===== src/mh64_pkg.sv =====
// ----------------------------------------------------------------------------
// mh64_pkg
// Shared constants, types and helpers for the 64-bit string hash core.
// ----------------------------------------------------------------------------
package mh64_pkg;

  localparam int unsigned HashW  = 64;
  localparam int unsigned HalfW  = 32;
  localparam int unsigned LenW   = 32;
  localparam int unsigned CountW = 4;

  localparam logic [HalfW-1:0]  MulLo     = 32'h5bd1e995;
  localparam logic [HalfW-1:0]  MulHi     = 32'hc6a4a793;
  localparam logic [HashW-1:0]  SeedReset = 64'h0000_0000_c70f_6907;
  localparam int unsigned       MixShift  = 47;
  localparam logic [CountW-1:0] FullCount = 4'd8;
  localparam logic [CountW-1:0] ZeroCount = 4'd0;

  // Sequencer state
  typedef enum logic [1:0] {
    ST_IDLE,
    ST_DISP,
    ST_MUL
  } state_e;

  // What to do with the product once the multiply finishes
  typedef enum logic [2:0] {
    PH_SEED,
    PH_PRE1,
    PH_PRE2,
    PH_HASH,
    PH_FIN
  } phase_e;

  typedef logic [1:0] step_t;

  localparam step_t StepLo   = 2'd0;
  localparam step_t StepHiLo = 2'd1;
  localparam step_t StepLoHi = 2'd2;

  function automatic logic [HashW-1:0] xorshift(input logic [HashW-1:0] v);
    xorshift = v ^ (v >> MixShift);
  endfunction

  // Keep the low count bytes of a word
  function automatic logic [HashW-1:0] byte_keep(input logic [CountW-1:0] cnt);
    logic [HashW-1:0] m;
    m = '0;
    for (int i = 0; i < 8; i++) begin
      if (CountW'(i) < cnt) begin
        m[8*i +: 8] = 8'hff;
      end
    end
    byte_keep = m;
  endfunction

endpackage


===== src/mh64_in_if.sv =====
// ----------------------------------------------------------------------------
// mh64_in_if
// Input word channel: valid/ready handshake with the string word payload.
// ----------------------------------------------------------------------------
interface mh64_in_if;
  logic                         valid;
  logic                         ready;
  logic [mh64_pkg::LenW-1:0]    total_length;
  logic [mh64_pkg::HashW-1:0]   data_word;
  logic [mh64_pkg::CountW-1:0]  byte_count;
  logic                         first_word;
  logic                         last_word;

  modport source (
    output valid, total_length, data_word, byte_count, first_word, last_word,
    input  ready
  );
  modport sink (
    input  valid, total_length, data_word, byte_count, first_word, last_word,
    output ready
  );
endinterface


===== src/mh64_out_if.sv =====
// ----------------------------------------------------------------------------
// mh64_out_if
// Result channel: valid/ready handshake carrying the finished hash.
// ----------------------------------------------------------------------------
interface mh64_out_if;
  logic                        valid;
  logic                        ready;
  logic [mh64_pkg::HashW-1:0]  hash_value;

  modport source (
    output valid, hash_value,
    input  ready
  );
  modport sink (
    input  valid, hash_value,
    output ready
  );
endinterface


===== src/murmur64_string_hash_core.sv =====
// ----------------------------------------------------------------------------
// murmur64_string_hash_core
// 64-bit multiply/xorshift string hash over little-endian 8-byte words.
// ----------------------------------------------------------------------------
// A string arrives as a run of words on word_i; the first carries the total
// length, the last closes the string and yields one hash on hash_o. All
// arithmetic runs through one 32x32 multiplier; a 64-bit product by the
// constant multiplier is built from partial products in turn (low x low,
// high x low, low x high). The core takes one word at a time and drops
// ready while it works: a middle full word runs accept, dispatch and three
// products, a partial word one product, a zero-byte word no product; the
// first word adds the seed product and the last adds the final product. A
// finished hash waits in an output register; if it is still unclaimed when
// the next one completes, the core holds there until hash_o takes it. Write
// the seed only while idle; it applies from the next first word.
// ----------------------------------------------------------------------------
module murmur64_string_hash_core #(
  parameter int unsigned LENGTH_BITS = 32
) (
  input  logic                        clk_i,
  input  logic                        rst_ni,
  input  logic                        cfg_we_i,
  input  logic [mh64_pkg::HashW-1:0]  cfg_wdata_i,
  mh64_in_if.sink                     word_i,
  mh64_out_if.source                  hash_o
);
  import mh64_pkg::*;

  // Length mask for the seed product
  localparam logic [HashW-1:0] LenMask =
    (LENGTH_BITS >= 64) ? {HashW{1'b1}} : ((64'd1 << LENGTH_BITS) - 64'd1);

  state_e            state_q, state_d;
  step_t             step_q, step_d;
  phase_e            ph_q, ph_d;
  logic              in_msg_q, in_msg_d;
  logic              out_valid_q, out_valid_d;
  logic [HashW-1:0]  seed_q;
  logic [HashW-1:0]  hash_q, hash_d;
  logic [HashW-1:0]  mop_q, mop_d;
  logic [HashW-1:0]  acc_q, acc_d;
  logic [HashW-1:0]  out_q, out_d;
  logic [HashW-1:0]  word_q, word_d;
  logic [CountW-1:0] cnt_q, cnt_d;
  logic              last_q, last_d;

  logic              accept;
  logic              out_free;
  logic              mul_done;
  logic              fin_stall;
  logic [CountW-1:0] cnt_in;
  logic [HalfW-1:0]  a_half, b_half;
  logic [HashW-1:0]  prod;
  logic [HashW-1:0]  res;

  assign word_i.ready      = (state_q == ST_IDLE);
  assign accept            = word_i.valid && word_i.ready;
  assign hash_o.valid      = out_valid_q;
  assign hash_o.hash_value = out_q;
  assign out_free          = !out_valid_q || hash_o.ready;

  // Clamp oversized byte counts to a full word
  assign cnt_in = (word_i.byte_count > FullCount) ? FullCount : word_i.byte_count;

  // Shared multiplier: one 32x32 partial product per cycle unless stalled
  assign a_half = (step_q == StepHiLo) ? mop_q[HashW-1:HalfW] : mop_q[HalfW-1:0];
  assign b_half = (step_q == StepLoHi) ? MulHi : MulLo;
  assign prod   = HashW'(a_half) * HashW'(b_half);

  // Fold the partial product in; only the low 32 bits of cross terms count
  always_comb begin
    if (step_q == StepLo) begin
      res = prod;
    end else begin
      res = {acc_q[HashW-1:HalfW] + prod[HalfW-1:0], acc_q[HalfW-1:0]};
    end
  end

  assign mul_done  = (state_q == ST_MUL) && (step_q == StepLoHi);
  // Hold the final product until the output register is free
  assign fin_stall = mul_done && (ph_q == PH_FIN) && !out_free;

  // Next state
  always_comb begin
    state_d = state_q;
    step_d  = step_q;
    unique case (state_q)
      ST_IDLE: begin
        step_d = StepLo;
        if (accept) begin
          if (word_i.first_word) begin
            state_d = ST_MUL;
          end else if (in_msg_q) begin
            state_d = ST_DISP;
          end
        end
      end
      ST_DISP: begin
        step_d  = StepLo;
        state_d = ((cnt_q != ZeroCount) || last_q) ? ST_MUL : ST_IDLE;
      end
      ST_MUL: begin
        if (!mul_done) begin
          step_d = step_q + 2'd1;
        end else if (!fin_stall) begin
          step_d = StepLo;
          unique case (ph_q) inside
            PH_SEED:          state_d = ST_DISP;
            PH_PRE1, PH_PRE2: state_d = ST_MUL;
            PH_HASH:          state_d = last_q ? ST_MUL : ST_IDLE;
            PH_FIN:           state_d = ST_IDLE;
            default:          state_d = ST_IDLE;
          endcase
        end
      end
      default: begin
        state_d = ST_IDLE;
        step_d  = StepLo;
      end
    endcase
  end

  // Datapath and outputs
  always_comb begin
    ph_d        = ph_q;
    in_msg_d    = in_msg_q;
    out_valid_d = out_valid_q;
    hash_d      = hash_q;
    mop_d       = mop_q;
    acc_d       = acc_q;
    out_d       = out_q;
    word_d      = word_q;
    cnt_d       = cnt_q;
    last_d      = last_q;

    if (out_valid_q && hash_o.ready) begin
      out_valid_d = 1'b0;
    end

    unique case (state_q)
      ST_IDLE: begin
        if (accept) begin
          word_d = word_i.data_word;
          cnt_d  = cnt_in;
          last_d = word_i.last_word;
          if (word_i.first_word) begin
            // Restart: any open string is dropped
            in_msg_d = 1'b1;
            mop_d    = {HashW'(word_i.total_length)} & LenMask;
            ph_d     = PH_SEED;
          end
        end
      end
      ST_DISP: begin
        if (cnt_q == FullCount) begin
          mop_d = word_q;
          ph_d  = PH_PRE1;
        end else if (cnt_q != ZeroCount) begin
          mop_d = hash_q ^ (word_q & byte_keep(cnt_q));
          ph_d  = PH_HASH;
        end else begin
          mop_d = xorshift(hash_q);
          ph_d  = PH_FIN;
        end
      end
      ST_MUL: begin
        if (!fin_stall) begin
          acc_d = res;
        end
        if (mul_done && !fin_stall) begin
          unique case (ph_q)
            PH_SEED: begin
              hash_d = seed_q ^ res;
            end
            PH_PRE1: begin
              mop_d = xorshift(res);
              ph_d  = PH_PRE2;
            end
            PH_PRE2: begin
              mop_d = hash_q ^ res;
              ph_d  = PH_HASH;
            end
            PH_HASH: begin
              hash_d = res;
              mop_d  = xorshift(res);
              ph_d   = PH_FIN;
            end
            PH_FIN: begin
              out_d       = xorshift(res);
              out_valid_d = 1'b1;
              in_msg_d    = 1'b0;
            end
            default: begin
              ph_d = PH_FIN;
            end
          endcase
        end
      end
      default: begin
        ph_d = ph_q;
      end
    endcase
  end

  // Control registers
  always_ff @(posedge clk_i or negedge rst_ni) begin
    if (!rst_ni) begin
      state_q     <= ST_IDLE;
      step_q      <= StepLo;
      ph_q        <= PH_SEED;
      in_msg_q    <= 1'b0;
      out_valid_q <= 1'b0;
      seed_q      <= SeedReset;
      hash_q      <= '0;
    end else begin
      state_q     <= state_d;
      step_q      <= step_d;
      ph_q        <= ph_d;
      in_msg_q    <= in_msg_d;
      out_valid_q <= out_valid_d;
      hash_q      <= hash_d;
      if (cfg_we_i) begin
        seed_q <= cfg_wdata_i;
      end
    end
  end

  // Payload registers
  always_ff @(posedge clk_i) begin
    mop_q  <= mop_d;
    acc_q  <= acc_d;
    out_q  <= out_d;
    word_q <= word_d;
    cnt_q  <= cnt_d;
    last_q <= last_d;
  end

  // A new hash only appears as the open string closes
  a_out_closes: assert property (@(posedge clk_i) disable iff (!rst_ni)
    $rose(out_valid_q) |-> $fell(in_msg_q))
    else $error("hash emitted without closing a string");

  // A first word starts the seed product at its low partial
  a_first_seeds: assert property (@(posedge clk_i) disable iff (!rst_ni)
    (accept && word_i.first_word) |=>
      (state_q == ST_MUL && ph_q == PH_SEED && step_q == StepLo))
    else $error("first word did not start the seed product");

  // Partial-product steps advance only inside a multiply
  a_step_in_mul: assert property (@(posedge clk_i) disable iff (!rst_ni)
    (step_q != StepLo) |-> (state_q == ST_MUL && step_q != 2'd3))
    else $error("multiplier step outside a multiply");

endmodule


===== src/flat_wrapper.sv =====
// flat-port wrapper written by rule: the top's interface ports become plain ports
module murmur64_string_hash_core_flat import mh64_pkg::*;
#(
  parameter int unsigned LENGTH_BITS = 32
)
  (clk_i, rst_ni, cfg_we_i, cfg_wdata_i, word_i_valid, word_i_total_length, word_i_data_word, word_i_byte_count, word_i_first_word, word_i_last_word, word_i_ready, hash_o_valid, hash_o_hash_value, hash_o_ready);
  mh64_in_if word_i_i ();
  mh64_out_if hash_o_i ();
  input  logic clk_i;
  input  logic rst_ni;
  input  logic cfg_we_i;
  input  logic [mh64_pkg::HashW-1:0] cfg_wdata_i;
  input wire logic [$bits(word_i_i.valid)-1:0] word_i_valid;
  input wire logic [$bits(word_i_i.total_length)-1:0] word_i_total_length;
  input wire logic [$bits(word_i_i.data_word)-1:0] word_i_data_word;
  input wire logic [$bits(word_i_i.byte_count)-1:0] word_i_byte_count;
  input wire logic [$bits(word_i_i.first_word)-1:0] word_i_first_word;
  input wire logic [$bits(word_i_i.last_word)-1:0] word_i_last_word;
  output wire logic [$bits(word_i_i.ready)-1:0] word_i_ready;
  output wire logic [$bits(hash_o_i.valid)-1:0] hash_o_valid;
  output wire logic [$bits(hash_o_i.hash_value)-1:0] hash_o_hash_value;
  input wire logic [$bits(hash_o_i.ready)-1:0] hash_o_ready;
  assign word_i_i.valid = word_i_valid;
  assign word_i_i.total_length = word_i_total_length;
  assign word_i_i.data_word = word_i_data_word;
  assign word_i_i.byte_count = word_i_byte_count;
  assign word_i_i.first_word = word_i_first_word;
  assign word_i_i.last_word = word_i_last_word;
  assign word_i_ready = word_i_i.ready;
  assign hash_o_valid = hash_o_i.valid;
  assign hash_o_hash_value = hash_o_i.hash_value;
  assign hash_o_i.ready = hash_o_ready;
  murmur64_string_hash_core #(.LENGTH_BITS(LENGTH_BITS)) u_core (.clk_i(clk_i), .rst_ni(rst_ni), .cfg_we_i(cfg_we_i), .cfg_wdata_i(cfg_wdata_i), .word_i(word_i_i), .hash_o(hash_o_i));
endmodule

===== config.mk =====
export PLATFORM = sky130hd
export DESIGN_NAME = murmur64_string_hash_core_flat
export DESIGN_NICKNAME = d
export VERILOG_FILES = /design/src/mh64_pkg.sv /design/src/mh64_in_if.sv /design/src/mh64_out_if.sv /design/src/murmur64_string_hash_core.sv /design/src/flat_wrapper.sv
export SDC_FILE = /design/constraint.sdc
export NUM_CORES = 2
export LEC_CHECK = 0
export ABC_AREA = 1
export BUFFER_PORTS_ARGS = -buffer_cell sky130_fd_sc_hd__buf_2
export CELL_PAD_IN_SITES_DETAIL_PLACEMENT = 0
export CELL_PAD_IN_SITES_GLOBAL_PLACEMENT = 1
export CORE_MARGIN = 10
export CORE_UTILIZATION = 53
export DETAILED_ROUTE_END_ITERATION = 12
export GPL_ROUTABILITY_DRIVEN = 0
export PLACE_DENSITY_LB_ADDON = 0.1
export SLEW_MARGIN = 30
export SYNTH_ARGS = -nofsm -noshare
export SYNTH_HDL_FRONTEND = slang
export SYNTH_SLANG_ARGS = --single-unit

===== constraint.sdc =====
create_clock -name clk_i -period 13.6 [get_ports clk_i]
set_clock_uncertainty 0.15 [all_clocks]
set_input_delay 2.04 -clock clk_i [delete_from_list [all_inputs] [get_ports clk_i]]
set_output_delay 2.04 -clock clk_i [all_outputs]
set_load 0.03 [all_outputs]

==> results.yml <==
floorplan:
  dieArea_um2: 101000
  start_util_pct: 53.7
  num_rows: 108
  ioPinCount: 237
  die_w_um: 317
  core_area_um2: 87200
  die_y_um: 317
timing:
  slew_headroom_pct: 32.1
  min_period_ns: 11.54
  final.period_utilization_pct: 84.8
  tightest_slew_ns: 1.01
  slew_viol_final: 0
  setup_viol: 0
  clock.fmax_ghz: 0.0867
  rsz0062_at_grt: "no"
  hold_viol: 0
  finalSetupTns_ns: 0
detailed_routing:
  drc_errors: 0
  antenna_left: 0
  wirelength_um: 166000
  avgRoutedWirePerCell_um: 24.4
  dr.pass1.iters: 5
  drtIter0Drc: 3717
  vias: 38068
  viasPerCell: 5.58
synth:
  syn-cell-area_um2: 46800
  ys_types: 56
  yosys_most_used_dff: "edfxtp_1"
  synth_seq_cells: 398
  synth_seq_area_share_pct: 24.1
  ys_async_sr_fraction_pct: 34.4
  synth_cells: 5440
  synth_top_area_share_pct: 26.0
  yosys_warnings: 0
  ys_top_cells_by_area: "fa_1, edfxtp_1, ha_1"
  yosys.area.top_type: "fa_1"
  avgSynthCellArea_um2: 8.60
  synth_edf_count: 261
critical_path:
  crit_family: "adder cells"
  cp.arrival_ns: 11.66
  worst-path-max-fanout: 64
  crit_top_cell: "fa_1"
  crit_path_end_kind: "flip-flop"
  critPathRequiredTime_ns: 13.72
  start_kind: "flip-flop"
  worstSetupPathType: "reg2reg"
  cp_slowest_cell: "o21ai_0"
  cpPeakStageDelay_ns: 0.94
  cp.buffers_inverters: 7
layout:
  layout_common_cells: "inv_1, nand2_1, fa_1"
  nNetsFinal: 6856
  fill_cells: 7958
  drive_above_1_share_pct: 9.81
  mostFrequentLayoutCell: "inv_1"
  syn2layout_area_growth_pct: 8.21
min_path:
  hold_path_class: "reg2reg"
cts:
  postCtsSetupRepairBufs: 0
  cts_made_buffers: 39
  cts_tree: "yes"
  cts_resized: 0
  path_clk_slew_ns: 0.06
  cts.sinks: 398
  hold_buffers: 0
  cts_max_level: 2
  clockRootBuffer: "clkbuf_16"
  clock_latency_ns: 0.55
  clock_path_buffers: 3
job:
  cap_violations: 0
global_route:
  grt_usage_pct: 33.4
  overflow: 0
  antenna_found_initial: 7
  grt_pass1_wl_um: 249000
  grt_max_degree: 82
  grt_pass1_vias: 39005
place:
  portBuffers: 236
  hpwlAfterDp_um: 139000
outcome:
  status: "completed"
[sequential cells by signal, indices dropped and copies added, names as in the netlist]
register / count
u_core.state_q: 2
u_core.last_q: 1
u_core.acc_q: 64
u_core.word_q: 64
u_core.step_q: 2
u_core.in_msg_q: 1
u_core.hash_q: 64
u_core.seed_q: 64
u_core.mop_q: 64
u_core.hash_o.valid: 1
u_core.ph_q: 3
u_core.hash_o.hash_value: 64
u_core.cnt_q: 4
[per-stage QoR]
stage | hold WS, ns | utilization, % | cells | setup WS, ns | instance area, um^2
after global placement | 0.314 | 56.7 | 6753 | 2.39 | 49400
after detailed placement | 0.318 | 56.7 | 6754 | 2.34 | 49400
after CTS | 0.334 | 58.1 | 6825 | 2.32 | 50600
after global routing | 0.366 | 58.1 | 6825 | 1.56 | 50600
after floorplan | 0.299 | - | 5443 | 4.38 | 46800
final | 0.332 | 58.1 | 6827 | 2.06 | 50600
[cell families (layout without fill, tap and decap cells)]
| kind of cell | Yosys count | count (layout) | share of synthesized area [%] |
|---|---|---|---|
| buffers and inverters | 1416 | 1643 | 11.5 |
| muxes | 23 | 23 | 0.551 |
| xor gates and xnor gates | 105 | 105 | 1.98 |
| AOI/OAI and AO/OA | 735 | 735 | 8.51 |
| and+or+nand+nor | 1716 | 1716 | 15.7 |
| other | 2 | 7 | 0.0160 |
| DFF | 398 | 398 | 24.1 |
| adders and majority gates | 1045 | 1045 | 37.7 |
[area by class of cell]
type                            count  area (um^2)  area share [%]
Antenna cell                        2         5.00         0.00988
Sequential cell                   398        11300            22.3
Timing Repair Buffer              300         1690            3.34
Clock buffer                       56         1100            2.18
Clock inverter                     15          103           0.203
Tap cell                         1155         1450            2.85
Multi-Input combinational cell   3629        30200            59.7
Inverter                         1272         4770            9.43
[metal layers]
layer | track usage [%] | wire, um
met1 | 43.7 | 65700
met4 | 15.4 | 9460
met3 | 6.47 | 15100
met5 | 0 | 37
met2 | 53.2 | 76100
[path summary, 6_finish.rpt]
check / from / end / slack [ns] / cells past startpoint
worst min-delay path: u_core.in_msg_q$_DFFE_PN0P_ / u_core.in_msg_q$_DFFE_PN0P_ / 0.33 / 2
worst max-delay path: u_core.step_q[0]$_DFFE_PN0P_ / u_core.mop_q[63]$_DFFE_PP_ / 2.06 / 38
min in group asynchronous: rst_ni / u_core.seed_q[6]$_DFFE_PN0P_ / 1.38 / 1
worst min register to register: u_core.in_msg_q$_DFFE_PN0P_ / u_core.in_msg_q$_DFFE_PN0P_ / 0.33 / 2
worst max register to register: u_core.step_q[0]$_DFFE_PN0P_ / u_core.mop_q[63]$_DFFE_PP_ / 2.06 / 38
max in group asynchronous: rst_ni / u_core.seed_q[13]$_DFFE_PN1P_ / 10.65 / 3
[synth_stat cells, types with 4 or more instances]
master    number
or2_1         12
nand2_1      845
o21ai_0      336
o211ai_1      28
nand3b_1       7
o22ai_1        4
mux2_2        22
buf_1          8
a21o_1        10
o21ai_2       18
nor2_1       397
o21bai_1      13
ha_1         438
nor4_1         5
dfstp_2       16
nand2_2       38
buf_2         21
inv_1       1246
fa_1         607
xnor2_1       15
nor3_2         4
a31o_2         7
nor2_2         5
a21oi_1      243
nand3_2       15
clkbuf_1     111
xor2_1        89
edfxtp_1     261
o21a_1         5
o21ai_1       46
dfrtp_1      121
inv_2         23
nor3_1        22
a31oi_1       13
or2_2         33
nand3_1      296
nand4_1       29
[worst min-delay path, delay by kind of cell (launching register included)]
family	cells	cell delay, ns
mux	1	0.07
buf+inv	1	0.05
flops	1	0.33
Power is left out: the tool's default activity adds up to more than one toggle a clock period on the data nets, which glitch-free logic cannot reach.
